==> src/cdht_pkg.sv <==
// Shared types and constants for the command history table.
// No dependencies; every other file but cdht_ram imports this package.
package cdht_pkg;

  localparam int ENTRIES = 16;
  localparam int IDX_W   = $clog2(ENTRIES);
  localparam int KEY_W   = 64;
  localparam int VOL_W   = 32;

  localparam logic [1:0] ACT_QUERY   = 2'd0;
  localparam logic [1:0] ACT_PENDING = 2'd1;
  localparam logic [1:0] ACT_DONE    = 2'd2;

  typedef logic [IDX_W-1:0] idx_t;

  typedef struct packed {
    logic [KEY_W-1:0] key;
    logic [KEY_W-1:0] session;
    logic             done;
    logic [VOL_W-1:0] volume;
  } rec_t;

  localparam int REC_W = $bits(rec_t);

endpackage

==> src/cdht_in_if.sv <==
// Command word channel: valid/ready handshake with the command fields.
// Depends on cdht_pkg.
interface cdht_in_if import cdht_pkg::*; ();
  logic             valid;
  logic             ready;
  logic [1:0]       action;
  logic [KEY_W-1:0] cmd_key;
  logic [KEY_W-1:0] session_key;
  logic [VOL_W-1:0] volume_in;

  modport source (output valid, action, cmd_key, session_key, volume_in, input ready);
  modport sink   (input valid, action, cmd_key, session_key, volume_in, output ready);
endinterface

==> src/cdht_out_if.sv <==
// Lookup result channel: valid/ready handshake with the matched entry fields.
// Depends on cdht_pkg.
interface cdht_out_if import cdht_pkg::*; ();
  logic             valid;
  logic             ready;
  logic             found;
  logic             entry_done;
  logic [KEY_W-1:0] entry_session;
  logic [VOL_W-1:0] entry_volume;

  modport source (output valid, found, entry_done, entry_session, entry_volume, input ready);
  modport sink   (input valid, found, entry_done, entry_session, entry_volume, output ready);
endinterface

==> src/command_dedup_history_table.sv <==
// Command history table: duplicate lookup over a record RAM, round-robin fill.
// Depends on cdht_pkg, cdht_in_if, cdht_out_if and cdht_ram.
//
//   channel | direction | word
//   in_ch   | sink      | action, cmd_key, session_key, volume_in
//   out_ch  | source    | found, entry_done, entry_session, entry_volume
//
// An empty-key word goes to the finish state; other words are scanned from index 0
// to the first match or the last entry, one record per cycle from the RAM port.
// Slot valid bits live in flops and clear at reset; no RAM clearing pass is needed.
// in_ch.ready is high only while the scan engine is free; the result register lets a
// new word enter while the last result waits. A stalled out_ch holds the finish state.
module command_dedup_history_table import cdht_pkg::*; (
  input logic         clk,
  input logic         rst_n,
  cdht_in_if.sink     in_ch,
  cdht_out_if.source  out_ch
);

  typedef enum logic [1:0] {S_IDLE, S_SCAN, S_FINISH} state_t;

  state_t               state_r, state_nxt;
  idx_t                 cmp_idx_r, cmp_idx_nxt;
  idx_t                 wp_r, wp_nxt;
  logic [ENTRIES-1:0]   valid_r, valid_nxt;
  logic                 hit_r, hit_nxt;
  idx_t                 hit_idx_r, hit_idx_nxt;
  rec_t                 hit_rec_r, hit_rec_nxt;
  logic                 skip_r, skip_nxt;
  logic                 mark_r, mark_nxt;
  logic                 done_r, done_nxt;
  logic [KEY_W-1:0]     key_r, key_nxt;
  logic [KEY_W-1:0]     sess_r, sess_nxt;
  logic [VOL_W-1:0]     vol_r, vol_nxt;
  logic                 out_valid_r, out_valid_nxt;
  logic                 out_found_r, out_found_nxt;
  logic                 out_done_r, out_done_nxt;
  logic [KEY_W-1:0]     out_sess_r, out_sess_nxt;
  logic [VOL_W-1:0]     out_vol_r, out_vol_nxt;

  logic  in_fire;
  logic  in_mark;
  logic  match;
  logic  last_idx;
  logic  finish_go;
  logic  ram_we;
  idx_t  ram_waddr;
  idx_t  ram_raddr;
  rec_t  ram_wrec;
  rec_t  ram_rrec;
  logic [REC_W-1:0] ram_rdata;

  assign in_ch.ready = (state_r == S_IDLE);
  assign in_fire     = in_ch.valid && in_ch.ready;

  always_comb begin
    case (in_ch.action) inside
      ACT_PENDING, ACT_DONE: in_mark = 1'b1;
      ACT_QUERY:             in_mark = 1'b0;
      default:               in_mark = 1'b0;
    endcase
  end

  assign ram_rrec  = rec_t'(ram_rdata);
  assign match     = valid_r[cmp_idx_r] && (ram_rrec.key == key_r);
  assign last_idx  = (cmp_idx_r == idx_t'(ENTRIES - 1));
  assign finish_go = (state_r == S_FINISH) && (!out_valid_r || out_ch.ready);
  assign ram_raddr = (state_r == S_SCAN) ? idx_t'(cmp_idx_r + 1'b1) : '0;

  assign ram_we          = finish_go && mark_r && !skip_r;
  assign ram_waddr       = hit_r ? hit_idx_r : wp_r;
  assign ram_wrec.key     = key_r;
  assign ram_wrec.session = sess_r;
  assign ram_wrec.done    = done_r;
  assign ram_wrec.volume  = done_r ? vol_r : '0;

  cdht_ram #(
    .WIDTH (REC_W),
    .DEPTH (ENTRIES)
  ) u_rec_ram (
    .clk   (clk),
    .we    (ram_we),
    .waddr (ram_waddr),
    .wdata (ram_wrec),
    .raddr (ram_raddr),
    .rdata (ram_rdata)
  );

  always_comb begin
    state_nxt     = state_r;
    cmp_idx_nxt   = cmp_idx_r;
    wp_nxt        = wp_r;
    valid_nxt     = valid_r;
    hit_nxt       = hit_r;
    hit_idx_nxt   = hit_idx_r;
    hit_rec_nxt   = hit_rec_r;
    skip_nxt      = skip_r;
    mark_nxt      = mark_r;
    done_nxt      = done_r;
    key_nxt       = key_r;
    sess_nxt      = sess_r;
    vol_nxt       = vol_r;
    out_valid_nxt = out_valid_r && !out_ch.ready;
    out_found_nxt = out_found_r;
    out_done_nxt  = out_done_r;
    out_sess_nxt  = out_sess_r;
    out_vol_nxt   = out_vol_r;

    unique case (state_r)
      S_IDLE: begin
        if (in_fire) begin
          key_nxt     = in_ch.cmd_key;
          sess_nxt    = in_ch.session_key;
          vol_nxt     = in_ch.volume_in;
          mark_nxt    = in_mark;
          done_nxt    = (in_ch.action == ACT_DONE);
          skip_nxt    = (in_ch.cmd_key == '0);
          hit_nxt     = 1'b0;
          cmp_idx_nxt = '0;
          state_nxt   = (in_ch.cmd_key == '0) ? S_FINISH : S_SCAN;
        end
      end
      S_SCAN: begin
        if (match) begin
          hit_nxt     = 1'b1;
          hit_idx_nxt = cmp_idx_r;
          hit_rec_nxt = ram_rrec;
          state_nxt   = S_FINISH;
        end else if (last_idx) begin
          state_nxt   = S_FINISH;
        end else begin
          cmp_idx_nxt = idx_t'(cmp_idx_r + 1'b1);
        end
      end
      S_FINISH: begin
        if (finish_go) begin
          out_valid_nxt = 1'b1;
          out_found_nxt = hit_r;
          out_done_nxt  = hit_r && hit_rec_r.done;
          out_sess_nxt  = hit_r ? hit_rec_r.session : '0;
          out_vol_nxt   = hit_r ? hit_rec_r.volume : '0;
          if (ram_we) begin
            valid_nxt[ram_waddr] = 1'b1;
            if (!hit_r) begin
              wp_nxt = (wp_r == idx_t'(ENTRIES - 1)) ? '0 : idx_t'(wp_r + 1'b1);
            end
          end
          state_nxt = S_IDLE;
        end
      end
      default: state_nxt = S_IDLE;
    endcase
  end

  always_ff @(posedge clk) begin
    if (!rst_n) begin
      state_r     <= S_IDLE;
      wp_r        <= '0;
      valid_r     <= '0;
      out_valid_r <= 1'b0;
    end else begin
      state_r     <= state_nxt;
      wp_r        <= wp_nxt;
      valid_r     <= valid_nxt;
      out_valid_r <= out_valid_nxt;
    end
    cmp_idx_r   <= cmp_idx_nxt;
    hit_r       <= hit_nxt;
    hit_idx_r   <= hit_idx_nxt;
    hit_rec_r   <= hit_rec_nxt;
    skip_r      <= skip_nxt;
    mark_r      <= mark_nxt;
    done_r      <= done_nxt;
    key_r       <= key_nxt;
    sess_r      <= sess_nxt;
    vol_r       <= vol_nxt;
    out_found_r <= out_found_nxt;
    out_done_r  <= out_done_nxt;
    out_sess_r  <= out_sess_nxt;
    out_vol_r   <= out_vol_nxt;
  end

  assign out_ch.valid         = out_valid_r;
  assign out_ch.found         = out_found_r;
  assign out_ch.entry_done    = out_done_r;
  assign out_ch.entry_session = out_sess_r;
  assign out_ch.entry_volume  = out_vol_r;

endmodule

==> src/cdht_ram.sv <==
// Generic single-port-write, single-port-read RAM with registered read data.
// No dependencies.
module cdht_ram #(
  parameter int WIDTH = 8,
  parameter int DEPTH = 16
) (
  input  logic                     clk,
  input  logic                     we,
  input  logic [$clog2(DEPTH)-1:0] waddr,
  input  logic [WIDTH-1:0]         wdata,
  input  logic [$clog2(DEPTH)-1:0] raddr,
  output logic [WIDTH-1:0]         rdata
);

  logic [WIDTH-1:0] mem [DEPTH];

  always_ff @(posedge clk) begin
    if (we) begin
      mem[waddr] <= wdata;
    end
    rdata <= mem[raddr];
  end

endmodule

==> src/flat_wrapper.sv <==
// flat-port wrapper written by rule: the top's interface ports become plain ports
module command_dedup_history_table_flat import cdht_pkg::*;
  (clk, rst_n, in_ch_valid, in_ch_action, in_ch_cmd_key, in_ch_session_key, in_ch_volume_in, in_ch_ready, out_ch_valid, out_ch_found, out_ch_entry_done, out_ch_entry_session, out_ch_entry_volume, out_ch_ready);
  cdht_in_if in_ch_i ();
  cdht_out_if out_ch_i ();
  input logic clk;
  input logic rst_n;
  input wire logic [$bits(in_ch_i.valid)-1:0] in_ch_valid;
  input wire logic [$bits(in_ch_i.action)-1:0] in_ch_action;
  input wire logic [$bits(in_ch_i.cmd_key)-1:0] in_ch_cmd_key;
  input wire logic [$bits(in_ch_i.session_key)-1:0] in_ch_session_key;
  input wire logic [$bits(in_ch_i.volume_in)-1:0] in_ch_volume_in;
  output wire logic [$bits(in_ch_i.ready)-1:0] in_ch_ready;
  output wire logic [$bits(out_ch_i.valid)-1:0] out_ch_valid;
  output wire logic [$bits(out_ch_i.found)-1:0] out_ch_found;
  output wire logic [$bits(out_ch_i.entry_done)-1:0] out_ch_entry_done;
  output wire logic [$bits(out_ch_i.entry_session)-1:0] out_ch_entry_session;
  output wire logic [$bits(out_ch_i.entry_volume)-1:0] out_ch_entry_volume;
  input wire logic [$bits(out_ch_i.ready)-1:0] out_ch_ready;
  assign in_ch_i.valid = in_ch_valid;
  assign in_ch_i.action = in_ch_action;
  assign in_ch_i.cmd_key = in_ch_cmd_key;
  assign in_ch_i.session_key = in_ch_session_key;
  assign in_ch_i.volume_in = in_ch_volume_in;
  assign in_ch_ready = in_ch_i.ready;
  assign out_ch_valid = out_ch_i.valid;
  assign out_ch_found = out_ch_i.found;
  assign out_ch_entry_done = out_ch_i.entry_done;
  assign out_ch_entry_session = out_ch_i.entry_session;
  assign out_ch_entry_volume = out_ch_i.entry_volume;
  assign out_ch_i.ready = out_ch_ready;
  command_dedup_history_table u_core (.clk(clk), .rst_n(rst_n), .in_ch(in_ch_i), .out_ch(out_ch_i));
endmodule
==> config.mk <==
export PLATFORM = sky130hd
export DESIGN_NAME = command_dedup_history_table_flat
export DESIGN_NICKNAME = d
export VERILOG_FILES = /design/src/cdht_pkg.sv /design/src/cdht_in_if.sv /design/src/cdht_out_if.sv /design/src/command_dedup_history_table.sv /design/src/cdht_ram.sv /design/src/flat_wrapper.sv
export SDC_FILE = /design/constraint.sdc
export NUM_CORES = 2
export LEC_CHECK = 0
export BUFFER_PORTS_ARGS = -buffer_cell sky130_fd_sc_hd__buf_2
export CAP_MARGIN = 20
export CORE_MARGIN = 2
export CORE_UTILIZATION = 47
export DETAILED_ROUTE_END_ITERATION = 10
export GPL_ROUTABILITY_DRIVEN = 0
export HOLD_SLACK_MARGIN = 0.1
export PLACE_DENSITY = 0.75
export SLEW_MARGIN = 20
export SYNTH_ARGS = -nofsm -noshare
export SYNTH_HDL_FRONTEND = slang
export SYNTH_SLANG_ARGS = --single-unit
==> constraint.sdc <==
create_clock -name clk -period 31.4 [get_ports clk]
set_input_delay 6.28 -clock clk [delete_from_list [all_inputs] [get_ports clk]]
set_output_delay 6.28 -clock clk [all_outputs]
set_load 0.005 [all_outputs]
==> key figures <==
Timing
  • Final setup fails: 0
  • Final setup TNS: 0 ns
  • Slew margin rel.: 0.105
  • Final min period: 9.16 ns
  • Final hold violation count: 0
  • Max Clk Rate: 0.109 GHz
  • Worst-Margin Slew: 1.34 ns
  • Fin crit share: 0.292
  • Setup repair after global routing missed its margin: no
  • Max-slew violations: 0
  • Setup skew after layout: 0.0824 ns

Pwr
  • Internal power: 7390 µW
  • PwrDens: 74.2 nW/µm²
  • Sw Share: 0.254
  • Reg power frac: 0.489
  • Combinational share of power: 0.124
  • Switching power total: 2520 µW
  • Peak supply drop: 0.0000671 V
  • Clock power frac: 0.387
  • Leakage: 0.0439 µW

Floorplan
  • Die Y: 505 µm
  • Die Footprint: 255000 µm²
  • Ports: 266
  • Initial Utilization: 0.474
  • Row count: 183
  • Core area: 249000 µm²
  • Die X: 505 µm

Detailed routing
  • Vias per std cell: 5.99
  • Final ANT Viol Nets: 0
  • DR WL/cell: 25.7 µm
  • Final wirelength: 296000 µm
  • DRC: 0
  • First-pass iteration count of the detailed router: 6
  • Routed vias: 69077
  • Iter 0 DRT Violations: 8946

Final layout
  • Commonest non-fill, non-tap cell in the layout: edfxtp_1
  • Design Area, Final: 134000 µm²
  • Share of post-route cells with drive strength above 1: 0.111
  • P&R area growth vs syn: 13.1%
  • Non-filler cells, final: 11530
  • Most frequent cells in the layout: edfxtp_1 (2943), nand2_1 (1627), a311oi_1 (483)
  • Fin nets: 8115

Logic synthesis
  • Synthesized flop and latch total: 3127
  • Post-Syn Nets: 7894
  • Synthesized area: 118000 µm²
  • Warnings from Yosys: 0
  • Post-synthesis sequential area ratio: 0.780
  • Synth Instances: 7725
  • Syn_area_per_cell: 15.3 µm²
  • Number of distinct library cells after synthesis: 41

Critical path
  • FF-to-FF End: u_core.u_rec_ram.rdata[16]
  • Critical path class: in2reg
  • Worst-path fanout max: 54
  • WP data required: 31.92 ns
  • CP startpoint kind: input pin
  • Nature of the critical path endpoint: register
  • Reg2reg path depth: 9
  • Arrival time at the worst endpoint: 9.69 ns
  • Critical R2R Launch: u_core.cmp_idx_r[0]
  • FF-to-FF setup slack: 25.47 ns

Min path
  • Hold Crit Depth: 0
  • Hold endpoint: u_core.hit_rec_r[79]
  • Beginning of the worst hold path: u_core.u_rec_ram.rdata[79]
  • Min-delay worst type: reg2reg

Place
  • Placed Cells: 10939
  • Port buffer count: 265
  • Post-DP Area: 123000 µm²
  • Final HPWL DP: 152000 µm

Clocking
  • H-Tree Depth: 5
  • Post-CTS Repair Setup Buffers: 0
  • CTS root buf: clkbuf_16
  • Clock-pin slew on the worst setup and hold paths: 0.06 ns
  • CTS tree: built
  • Max clock buf depth: 4
  • Post-CTS Hold Buffers: 0
  • CTS resizes: 0
  • Worst-skew pair later-pin latency: 0.96 ns
  • Total CTS buffers: 329
  • # clock sinks: 3127

GRT
  • Gr usage total: 0.226
  • Global route overflow: 0
  • Global-route wire length before repair: 439000 µm
  • Initial antenna violation count: 9
  • Largest net degree at the start of global routing: 207
  • Vias in the first global route: 69257

Status
  • Status: finished, final reports clean

Job
  • Max-Cap Viols: 0
power by group through the flow:
| stage | registers [µW] | logic, µW | clock network [µW] |
|---|---|---|---|
| finish | 4850 | 1230 | 3840 |
| global route | 4860 | 1320 | 4030 |
| CTS | 4850 | 1220 | 3880 |
| detailed placement | 4930 | 1210 | 0 |
| global placement | 4930 | 1180 | 0 |
| floorplan | 4880 | 824 | 0 |
through the flow:
stage                     setup WS, ns  hold slack, ns  total power, µW   util
final                            22.24           0.374             9910  0.536
after global routing             22.18           0.390            10200  0.536
after CTS                        22.26           0.370             9950  0.535
after detailed placement         21.31           0.389             6140  0.493
after global placement           21.16           0.387             6110  0.493
after floorplan                  17.13           0.386             5710      -
kinds of logic after synthesis:
kind of cell               share of synthesized area
muxes                                         0.0285
AOI/OAI and AO/OA                             0.0727
adders and majority gates                   0.000318
xor gates and xnor gates                     0.00497
and+or+nand+nor                               0.0945
buffers and inverters                         0.0191
DFF                                            0.780
final cells by class:
type | count | area (µm²)
diodes | 2 | 5.00
clock inverters | 146 | 1600
clock buffers | 437 | 8990
flip-flops and latches | 3127 | 92100
repair buffers | 407 | 2730
well taps | 3330 | 4170
fillers | 19159 | 116000
multi-input cells | 4069 | 23900
inverters | 12 | 60.1
critical path: stages:
cell,delay [ns]
buf_2,0.07
nand2b_1,0.30
and4bb_2,0.38
o21ai_1,0.32
nor2_4,0.67
buf_4,0.68
buf_4,0.90
cell usage after synthesis, drive strengths merged:
cell type,number,area share
dfxtp,184,0.031
mux2i,326,0.028
nor3b,3,0.00019
xor2,1,0.000074
nand3,324,0.014
ha,3,0.00032
nor2b,324,0.017
inv,12,0.00038
nor4,21,0.0011
nor2,60,0.0019
xnor2,66,0.0049
or2,1,0.000053
or3,2,0.00011
o32a,1,0.000085
a21oi,166,0.0070
nand2b,3,0.00018
and3b,1,0.000074
nand2,1628,0.052
mux2,1,0.000095
clkbuf,298,0.0095
nand3b,1,0.000064
o32ai,1,0.000074
a31oi,165,0.0087
nand4,18,0.00095
edfxtp,2943,0.75
nor3,5,0.00021
a31o,1,0.000074
and2,130,0.0069
and4bb,1,0.00011
a311oi,483,0.036
buf,219,0.0092
mux4,4,0.00079
a211oi,323,0.021
o21ai,6,0.00025
registers in the layout, summed over array words and instances, names as in the netlist, 2 cells and up:
| register | count |
|---|---|
| u_core.cmp_idx_r | 4 |
| u_core.hit_idx_r | 4 |
| u_core.hit_rec_r | 97 |
| u_core.key_r | 64 |
| u_core.out_ch.entry_session | 64 |
| u_core.out_ch.entry_volume | 32 |
| u_core.sess_r | 64 |
| u_core.state_r | 2 |
| u_core.u_rec_ram.mem | 2576 |
| u_core.u_rec_ram.rdata | 161 |
| u_core.valid_r | 16 |
| u_core.vol_r | 32 |
| u_core.wp_r | 4 |
metal layers:
metal / wire length [µm] / GRT usage / up-vias
met2: 142000 / 0.371 / 3909
met3: 26900 / 0.0337 / 566
li1: - / - / 29910
met1: 115000 / 0.303 / 34692
met5: 0 / 0 / -
met4: 11700 / 0.0929 / 0
worst max-delay path by stage:
| stage | from | to | slack (ns) | depth (start not counted) |
|---|---|---|---|---|
| floorplan | out_ch_ready | u_core.u_rec_ram.mem[8][0] | 17.13 | 4 |
| global placement | out_ch_ready | u_core.u_rec_ram.mem[0][93] | 21.16 | 7 |
| detailed placement | out_ch_ready | u_core.u_rec_ram.mem[5][75] | 21.31 | 7 |
| CTS | out_ch_ready | u_core.u_rec_ram.mem[5][39] | 22.26 | 7 |
| global route | out_ch_ready | u_core.u_rec_ram.mem[5][39] | 22.18 | 7 |
| finish | out_ch_ready | u_core.u_rec_ram.mem[0][149] | 22.24 | 7 |
Power figures use the tool's default switching activity.
